## config.mk

```make
export PLATFORM = sky130hd
export DESIGN_NAME = apic_countdown_timer
export DESIGN_NICKNAME = d
export VERILOG_FILES = /design/src/apic_pkg.sv /design/src/apic_tmr_core.sv /design/src/apic_countdown_timer.sv
export SDC_FILE = /design/constraint.sdc
export NUM_CORES = 1
export LEC_CHECK = 0
export ABC_AREA = 0
export BUFFER_PORTS_ARGS = -buffer_cell sky130_fd_sc_hd__buf_2
export CAP_MARGIN = 20
export CORE_MARGIN = 5
export CORE_UTILIZATION = 50
export DETAILED_ROUTE_END_ITERATION = 6
export PLACE_DENSITY = 0.71
export SYNTH_ARGS = -nofsm -noshare
export SYNTH_HDL_FRONTEND = slang
export SYNTH_SLANG_ARGS = --single-unit
```

## constraint.sdc

```tcl
create_clock -name aclk -period 4.1 [get_ports aclk]
set_clock_uncertainty 0.15 [all_clocks]
set_input_delay 0.82 -clock aclk [delete_from_list [all_inputs] [get_ports aclk]]
set_output_delay 0.82 -clock aclk [all_outputs]
set_load 0.05 [all_outputs]
```

## src/apic_pkg.sv

```systemverilog
`timescale 1ns / 1ps

package apic_pkg;

    localparam int COUNT_BITS_DEF = 32;

    localparam int S_TDATA_W = 40;
    localparam int S_TUSER_W = 2;
    localparam int M_TDATA_W = 48;

    // Register offsets, byte offset divided by 16
    localparam logic [5:0] IDX_EOI        = 6'h0B;
    localparam logic [5:0] IDX_SPURIOUS   = 6'h0F;
    localparam logic [5:0] IDX_LVT_TIMER  = 6'h32;
    localparam logic [5:0] IDX_INIT_COUNT = 6'h38;
    localparam logic [5:0] IDX_CURR_COUNT = 6'h39;
    localparam logic [5:0] IDX_DIVIDE     = 6'h3E;

    localparam int LVT_MASK_POS  = 16;
    localparam int LVT_MODE_POS  = 17;
    localparam int SW_ENABLE_POS = 8;

    localparam logic [1:0] TMODE_ONESHOT  = 2'd0;
    localparam logic [1:0] TMODE_PERIODIC = 2'd1;

    typedef enum logic [1:0] {
        OP_TICK  = 2'd0,
        OP_READ  = 2'd1,
        OP_WRITE = 2'd2,
        OP_NOP   = 2'd3
    } op_t;

    typedef struct packed {
        op_t         op;
        logic [5:0]  reg_index;
        logic [31:0] write_data;
    } req_t;

    typedef struct packed {
        logic [7:0]  irq_vector;
        logic        irq_fire;
        logic [31:0] read_data;
    } result_t;

    // {b3,b1,b0} selects 2^(v+1); 111 means divide by one
    function automatic logic [7:0] divide_ratio(input logic [3:0] code);
        logic [2:0] v;
        begin
            v = {code[3], code[1:0]};
            if (v == 3'd7) begin
                divide_ratio = 8'd1;
            end else begin
                divide_ratio = 8'd2 << v;
            end
        end
    endfunction

endpackage

```

## src/apic_tmr_core.sv

```systemverilog
`timescale 1ns / 1ps

module apic_tmr_core #(
    parameter int COUNT_BITS = apic_pkg::COUNT_BITS_DEF
) (
    input  logic              aclk,
    input  logic              aresetn,
    input  logic              req_valid,
    input  apic_pkg::req_t    req,
    output apic_pkg::result_t result
);
    import apic_pkg::*;

    logic [7:0]            tmr_vector_reg,   tmr_vector_next;
    logic                  tmr_masked_reg,   tmr_masked_next;
    logic [1:0]            tmr_mode_reg,     tmr_mode_next;
    logic [COUNT_BITS-1:0] load_count_reg,   load_count_next;
    logic [COUNT_BITS-1:0] curr_count_reg,   curr_count_next;
    logic [3:0]            divide_code_reg,  divide_code_next;
    logic [6:0]            prescale_reg,     prescale_next;
    logic [8:0]            spurious_reg,     spurious_next;

    logic [COUNT_BITS-1:0] count_dec;
    logic [7:0]            presc_inc;

    assign count_dec = curr_count_reg - 1'b1;
    assign presc_inc = {1'b0, prescale_reg} + 8'd1;

    always_comb begin
        tmr_vector_next  = tmr_vector_reg;
        tmr_masked_next  = tmr_masked_reg;
        tmr_mode_next    = tmr_mode_reg;
        load_count_next  = load_count_reg;
        curr_count_next  = curr_count_reg;
        divide_code_next = divide_code_reg;
        prescale_next    = prescale_reg;
        spurious_next    = spurious_reg;
        result           = '0;

        if (req_valid) begin
            case (req.op)
                OP_TICK: begin
                    // modes 2 and 3 keep the timer stopped
                    if (curr_count_reg != '0 && !tmr_mode_reg[1]) begin
                        if (presc_inc >= divide_ratio(divide_code_reg)) begin
                            prescale_next   = '0;
                            curr_count_next = count_dec;
                            if (count_dec == '0) begin
                                if (!tmr_masked_reg && spurious_reg[SW_ENABLE_POS]) begin
                                    result.irq_fire   = 1'b1;
                                    result.irq_vector = tmr_vector_reg;
                                end
                                if (tmr_mode_reg == TMODE_PERIODIC) begin
                                    curr_count_next = load_count_reg;
                                end
                            end
                        end else begin
                            prescale_next = presc_inc[6:0];
                        end
                    end
                end
                OP_READ: begin
                    case (req.reg_index)
                        IDX_SPURIOUS:   result.read_data = {23'd0, spurious_reg};
                        IDX_LVT_TIMER:  result.read_data = {13'd0, tmr_mode_reg,
                                                            tmr_masked_reg, 8'd0,
                                                            tmr_vector_reg};
                        IDX_INIT_COUNT: result.read_data = 32'(load_count_reg);
                        IDX_CURR_COUNT: result.read_data = 32'(curr_count_reg);
                        IDX_DIVIDE:     result.read_data = {28'd0, divide_code_reg};
                        default:        result.read_data = '0;
                    endcase
                end
                OP_WRITE: begin
                    case (req.reg_index)
                        IDX_SPURIOUS: spurious_next = req.write_data[8:0];
                        IDX_LVT_TIMER: begin
                            tmr_vector_next = req.write_data[7:0];
                            tmr_masked_next = req.write_data[LVT_MASK_POS];
                            tmr_mode_next   = req.write_data[LVT_MODE_POS +: 2];
                        end
                        IDX_INIT_COUNT: begin
                            load_count_next = req.write_data[COUNT_BITS-1:0];
                            curr_count_next = req.write_data[COUNT_BITS-1:0];
                            prescale_next   = '0;
                        end
                        IDX_DIVIDE: divide_code_next = {req.write_data[3], 1'b0,
                                                        req.write_data[1:0]};
                        default: ; // EOI, current count and unlisted offsets
                    endcase
                end
                default: ;
            endcase
        end
    end

    always_ff @(posedge aclk) begin
        if (!aresetn) begin
            tmr_vector_reg  <= '0;
            tmr_masked_reg  <= 1'b1;
            tmr_mode_reg    <= TMODE_ONESHOT;
            load_count_reg  <= '0;
            curr_count_reg  <= '0;
            divide_code_reg <= '0;
            prescale_reg    <= '0;
            spurious_reg    <= 9'h0FF;
        end else begin
            tmr_vector_reg  <= tmr_vector_next;
            tmr_masked_reg  <= tmr_masked_next;
            tmr_mode_reg    <= tmr_mode_next;
            load_count_reg  <= load_count_next;
            curr_count_reg  <= curr_count_next;
            divide_code_reg <= divide_code_next;
            prescale_reg    <= prescale_next;
            spurious_reg    <= spurious_next;
        end
    end

`ifndef SYNTH
    a_fire_needs_enable: assert property (@(posedge aclk) disable iff (!aresetn)
        result.irq_fire |-> (!tmr_masked_reg && spurious_reg[SW_ENABLE_POS]))
        else $error("interrupt raised while masked or software-disabled");

    a_stopped_holds: assert property (@(posedge aclk) disable iff (!aresetn)
        (req_valid && req.op == OP_TICK && tmr_mode_reg[1])
        |=> $stable(curr_count_reg))
        else $error("count moved in a stopped timer mode");

    a_oneshot_expires: assert property (@(posedge aclk) disable iff (!aresetn)
        (result.irq_fire && tmr_mode_reg == TMODE_ONESHOT)
        |=> curr_count_reg == '0)
        else $error("one-shot timer did not stop on expiry");

    a_tick_no_read: assert property (@(posedge aclk) disable iff (!aresetn)
        (req_valid && req.op != OP_READ) |-> result.read_data == '0)
        else $error("read data on a non-read transaction");
`endif

endmodule

```

## src/apic_countdown_timer.sv

```systemverilog
`timescale 1ns / 1ps

// Channel  Dir  tdata (low bit up)                          tuser
// s_       in   reg_index[5:0], write_data[37:6]            mode[1:0]
// m_       out  read_data[31:0], irq_fire[32], vector[40:33] -
//
// One transaction per cycle in and out while the m_ side is not stalled; a result appears in the
// cycle after its transaction is accepted, from the output register.
// Timer state updates on the accepting edge; the only loop is the
// count/prescaler update, a single pass of decrement and compare.
// aresetn is synchronous: timer masked, count stopped, software disabled.
// A stalled m_ side stalls s_ only while the output register is full.

module apic_countdown_timer #(
    parameter int COUNT_BITS = apic_pkg::COUNT_BITS_DEF
) (
    input  logic                           aclk,
    input  logic                           aresetn,
    input  logic                           s_tvalid,
    output logic                           s_tready,
    input  logic [apic_pkg::S_TDATA_W-1:0] s_tdata,  // reg_index, write_data, 2'b0 pad
    input  logic [apic_pkg::S_TUSER_W-1:0] s_tuser,  // mode
    output logic                           m_tvalid,
    input  logic                           m_tready,
    output logic [apic_pkg::M_TDATA_W-1:0] m_tdata   // read_data, irq_fire, irq_vector, pad
);
    import apic_pkg::*;

    logic    accept;
    req_t    req;
    result_t result;

    logic    m_tvalid_reg, m_tvalid_next;
    result_t m_res_reg;

    assign s_tready = !m_tvalid_reg || m_tready;
    assign accept   = s_tvalid && s_tready;

    assign req.op         = op_t'(s_tuser);
    assign req.reg_index  = s_tdata[5:0];
    assign req.write_data = s_tdata[37:6];

    apic_tmr_core #(
        .COUNT_BITS(COUNT_BITS)
    ) u_core (
        .aclk      (aclk),
        .aresetn   (aresetn),
        .req_valid (accept),
        .req       (req),
        .result    (result)
    );

    always_comb begin
        if (accept) begin
            m_tvalid_next = 1'b1;
        end else if (m_tready) begin
            m_tvalid_next = 1'b0;
        end else begin
            m_tvalid_next = m_tvalid_reg;
        end
    end

    always_ff @(posedge aclk) begin
        if (!aresetn) begin
            m_tvalid_reg <= 1'b0;
        end else begin
            m_tvalid_reg <= m_tvalid_next;
        end
    end

    always_ff @(posedge aclk) begin
        if (accept) begin
            m_res_reg <= result;
        end
    end

    assign m_tvalid = m_tvalid_reg;
    assign m_tdata  = {7'd0, m_res_reg};

`ifndef SYNTH
    a_result_follows: assert property (@(posedge aclk) disable iff (!aresetn)
        accept |=> m_tvalid)
        else $error("accepted transaction left no result");

    a_vector_zero: assert property (@(posedge aclk) disable iff (!aresetn)
        (m_tvalid && !m_res_reg.irq_fire) |-> m_res_reg.irq_vector == '0)
        else $error("vector present without interrupt");

    a_irq_on_tick: assert property (@(posedge aclk) disable iff (!aresetn)
        (accept && req.op != OP_TICK) |=> !m_res_reg.irq_fire)
        else $error("interrupt on a register access");
`endif

endmodule

```

==> impl_metrics.tcl, run 1 <==
set metrics [dict create \
    timing_worst_setup_path_type "reg -> reg" \
    cts_max_level 4 \
    clock_latency_ns 0.42 \
    post_cts_buffers 0 \
    synth-async-reset-ratio_pct 0 \
    crit_required_ns 4.23 \
    wirelength_um 18600 \
    overflow 0 \
    cts_root_buffer "clkbuf_16" \
    diodes 0 \
    die_y_um 131 \
    cts_resized 0 \
    largest_reg_flops 41 \
    setup_viol 0 \
    yosysSeqAreaShare_pct 43.0 \
    clock_path_buffers 2 \
    grt_pass1_vias 5806 \
    fp-row-count 44 \
    setup_slack_ns 0.611 \
    drt_iter0_drc 570 \
    vias 6220 \
    slew_headroom_pct 46.7 \
    status "finished clean" \
    worstHoldPathType "reg -> reg" \
    cap_violations 0 \
    dpl_worst_slack_ns 0.637 \
    p_leak_nw 3.27 \
    syn_inst 812 \
    track_usage_pct 22.7 \
    power.density_nw_per_um2 372 \
    initial_utilization_pct 50.5 \
    core_area_um2 14400 \
    dpl.hpwl_um 13200 \
    grt_pass1_wl_um 30500 \
    timing.final.crit_period_ns 3.49 \
    nets 934 \
    vias_per_cell 5.80 \
    area_growth_pct 15.4 \
    io_buffers 86 \
    drive_gt1_share_pct 18.7 \
    synth_cell_type_count 66 \
    synth_top_flop_cell "dfxtp_1" \
    vdd_drop_max_mv 0.269 \
    cts_tree "done" \
    ys.warnings.count 0 \
    yosys_register_bits 136 \
    place.gp.congestion 0.890 \
    hold_viol 0 \
    die_w_um 131 \
    start_kind "flop" \
    grt_start_max_net_pins 64 \
    dr.pass1.iters 5 \
    holdBufCountCts 0 \
    die_area_um2 17100 \
    finalSetupTns_ns 0 \
    finalCritPeriodShare_pct 85.1 \
    ios 96 \
    path_clk_slew_ns 0.06 \
    synthesis.area_um2 7280 \
    finalMaxSlewViolations 0 \
    drc 0 \
    tightest_slew_ns 0.798 \
    path_max_fanout 9 \
    grt_setup_unrepaired "false" \
    numCtsBuffers 17 \
    cts.sinks 136 \
    routedWlPerCell_um 17.3 \
    worstSetupEndpointType "flop" \
    antenna_found_initial 0 \
    syn_avg_cell_area_um2 8.96 \
    arrival_ns 3.62 \
    max_freq_mhz 287 \
    synth_edf_count 41 \
    ant_nets 0 \
]
-- layer usage --
metal	up-vias	GRT usage [%]	wire, µm
met2	215	35.6	8520
li1	3040	-	-
met5	-	0	0
met4	0	5.93	283
met3	24	5.12	1400
met1	2941	31.7	8370
-- cell families after synthesis --
kind of cell,share of synthesized area [%]
multiplexers,4.95
AO/OA/AOI/OAI,16.8
adder cells (fa/ha/maj),2.06
AND/OR/NAND/NOR,25.2
buffers and inverters,4.62
flip-flops,43.0
other,0.0515
XOR/XNOR,3.25
-- power breakdown --
group          total, mW  internal (mW)  switching, mW
Sequential          1.41           1.40        0.00614
Clock               1.48          0.892          0.586
Combinational      0.235         0.0631          0.172
-- final cells by class --
cell class,count,area [µm²]
timing repair buffer,102,576
fill,1299,6020
sequential,136,3130
multi-input combinational,612,3860
clock inverter,15,154
clock buffer,17,425
inverter,7,26.3
tap,184,230
-- worst max-delay path: stages (launching register included) --
cell,delay (ns)
dfxtp_1,0.41
ha_1,0.22
nand3_1,0.12
and2_1,0.18
or2_2,0.29
ha_1,0.30
nand3_1,0.06
o211a_1,0.27
a21o_1,0.23
or4b_1,0.52
nor4_4,0.39
and2_1,0.19
-- Yosys cell counts, drive strengths merged, types with 15 or more instances --
cell type | number | share of area [%]
a211oi | 15 | 1.5
clkbuf | 46 | 2.4
a31oi | 15 | 1.3
dfxtp | 95 | 26
a21boi | 49 | 5.1
nor3 | 18 | 1.5
buf | 17 | 1.9
nand2 | 146 | 7.5
edfxtp | 41 | 17
mux2i | 36 | 5.0
o221ai | 31 | 3.7
nor2 | 83 | 4.3
nor4 | 17 | 2.4
nand3 | 20 | 1.4
-- layout by cell type (no fill, tap or decap), types with 13 or more instances in the layout --
cell | netlist | layout
a211oi_1 | 15 | 14
clkbuf_16 | 0 | 17
buf_4 | 8 | 14
dfxtp_1 | 95 | 95
edfxtp_1 | 41 | 41
a21boi_0 | 49 | 49
nand3_1 | 20 | 20
nor2_1 | 83 | 83
buf_2 | 3 | 86
nor3_1 | 16 | 15
mux2i_1 | 36 | 36
xnor2_1 | 13 | 13
o221ai_1 | 31 | 31
nand2_1 | 146 | 146
a31oi_1 | 15 | 15
xor2_1 | 14 | 14
-- stage by stage --
step	std cells	total power [mW]	utilization, %	hold slack (ns)	area, µm²
finish	1073	3.12	58.2	0.323	8400
global route	1073	3.23	58.2	0.352	8400
CTS	1072	3.14	58.1	0.325	8380
detailed placement	1040	1.67	54.1	0.309	7800
global placement	1040	1.67	54.1	0.300	7800
floorplan	818	1.60	-	0.291	7300
-- final timing paths --
kind,from,endpoint,slack (ns),cells after the start
setup / recovery,u_core.prescale_reg[0],m_tdata[38],0.61,11
hold / removal,u_core.spurious_reg[4],u_core.spurious_reg[4],0.32,2
setup reg to reg,u_core.prescale_reg[0],m_tdata[38],0.61,11
hold reg to reg,u_core.spurious_reg[4],u_core.spurious_reg[4],0.32,2
Power figures use the tool's default switching activity.
==> run 2: changes to the inputs <==
BUFFER_PORTS_ARGS = unset   (was -buffer_cell sky130_fd_sc_hd__buf_2)
CORE_MARGIN = 2   (was 5)
DONT_BUFFER_PORTS = 1   (was unset)
PLACE_DENSITY = unset   (was 0.71)
==> run 2 against run 1 <==
  * Maximum frequency down 2.8%
  * Clock power up 4%
  * Sequential cell count unchanged
  * Via count down 4.3%
  * Critical endpoint is now m_tdata[35]
  * Largest power group unchanged
  * Highest routed layer unchanged
==> impl_metrics.tcl, run 2 (same netlist as run 1, synthesis figures left out) <==
set metrics [dict create \
    nets 851 \
    grt_pass1_vias 5849 \
    die_y_um 125 \
    antenna_found_initial 0 \
    setup_slack_ns 0.511 \
    max_freq_mhz 279 \
    vdd_drop_max_mv 0.250 \
    placed_cells 956 \
    routedWlPerCell_um 19.8 \
    hold_viol 0 \
    overflow 0 \
    largest_reg_flops 41 \
    finalSetupTns_ns 0 \
    grt_setup_unrepaired "false" \
    cts_resized 0 \
    status "finished clean" \
    path_max_fanout 9 \
    grt_start_max_net_pins 96 \
    drt_iter0_drc 462 \
    clock_latency_ns 0.43 \
    track_usage_pct 25.6 \
    fill_cells 1306 \
    final_common_cell "nand2_1" \
    crit_required_ns 4.24 \
    area_growth_pct 9.68 \
    ant_nets 0 \
    tightest_slew_ns 0.925 \
    crit_end "m_tdata[35]" \
    die_area_um2 15500 \
    clock_path_buffers 2 \
    worstRegToRegCells 11 \
    die_w_um 125 \
    slew_headroom_pct 38.3 \
    initial_utilization_pct 50.7 \
    ios 96 \
    arrival_ns 3.73 \
    start_kind "flop" \
    timing.final.crit_period_ns 3.59 \
    finalCritPeriodShare_pct 87.5 \
    setup_viol 0 \
    diodes 0 \
    r2r_start "u_core.prescale_reg[0]" \
    cts_tree "done" \
    holdBufCountCts 0 \
    worstHoldPathType "reg -> reg" \
    vias 5955 \
    power.density_nw_per_um2 390 \
    cap_violations 0 \
    dr.pass1.iters 5 \
    place_area_um2 7370 \
    fin_cells 990 \
    startpoint "u_core.prescale_reg[0]" \
    fp-row-count 44 \
    timing.rr.end "m_tdata[35]" \
    r2r_setup_slack_ns 0.51 \
    drc 0 \
    p_total_mw 3.11 \
    vias_per_cell 6.02 \
    core_area_um2 14400 \
    post_cts_buffers 0 \
    path_clk_slew_ns 0.06 \
    worstSetupEndpointType "flop" \
    place.gp.congestion 0.892 \
    drive_gt1_share_pct 9.68 \
    numCtsBuffers 17 \
    cts.sinks 136 \
    timing_worst_setup_path_type "reg -> reg" \
    p_leak_nw 2.94 \
    finalMaxSlewViolations 0 \
    io_buffers 0 \
    cts_max_level 4 \
    dpl.hpwl_um 13100 \
    wirelength_um 19600 \
    final_area_um2 7980 \
    cts_root_buffer "clkbuf_16" \
    grt_pass1_wl_um 31900 \
    final_cell_mix "nand2_1 (146), dfxtp_1 (95), nor2_1 (83)" \
    dpl_worst_slack_ns 0.518 \
]
==> run 2: cell count changes in the layout (fill, tap and decap cells not counted), sizes merged <==
cell      previous run  this run
buf                102        19
clkinvlp             7         4
bufinv               2         3
clkbuf              17        18
clkinv               6         7
==> run 2: layout make-up <==
type	count	area (µm²)	area share, %
sequential	136	3130	39.2
inverter	7	26.3	0.329
timing repair buffer	19	155	1.94
clock buffer	18	429	5.38
multi-input combinational	612	3850	48.3
clock inverter	14	158	1.97
tap	184	230	2.88
==> run 2: worst max-delay path: stages, from the launching register on <==
cell     delay [ns]
dfxtp_1        0.44
ha_1           0.22
nand3_1        0.13
and2_1         0.19
or2_2          0.29
ha_1           0.30
nand3_1        0.07
o211a_1        0.26
a21o_1         0.23
or4b_1         0.52
nor4_4         0.43
and2_1         0.21
==> run 2: stage by stage <==
step | utilization (%) | hold WS, ns
floorplan | - | 0.291
global placement | 51.3 | 0.298
detailed placement | 51.3 | 0.304
CTS | 55.4 | 0.315
global route | 55.6 | 0.340
finish | 55.6 | 0.318
==> run 2: where the power goes <==
part	internal [mW]	switching, mW	total (mW)
combinational	0.0329	0.0562	0.0890
clock	0.946	0.597	1.54
sequential	1.41	0.0740	1.48
==> run 2: worst min path at each step <==
stage,startpoint,to,slack (ns),cells past startpoint
6_report,u_core.spurious_reg[2],u_core.spurious_reg[2],0.32,2
5_1_grt,aresetn,u_core.spurious_reg[2],0.34,1
4_1_cts,aresetn,u_core.spurious_reg[1],0.31,1
3_5_place_dp,u_core.spurious_reg[1],u_core.spurious_reg[1],0.30,2
3_3_place_gp,u_core.spurious_reg[3],u_core.spurious_reg[3],0.30,2
2_1_floorplan,u_core.spurious_reg[0],u_core.spurious_reg[0],0.29,2
==> run 2: layer usage <==
metal,share of wire (%),up-vias,global-route usage [%]
met4,1.5,0,7.47
li1,-,2880,-
met1,48,2887,36.6
met5,0,-,0
met2,45,165,39.5
met3,5.3,23,5.15
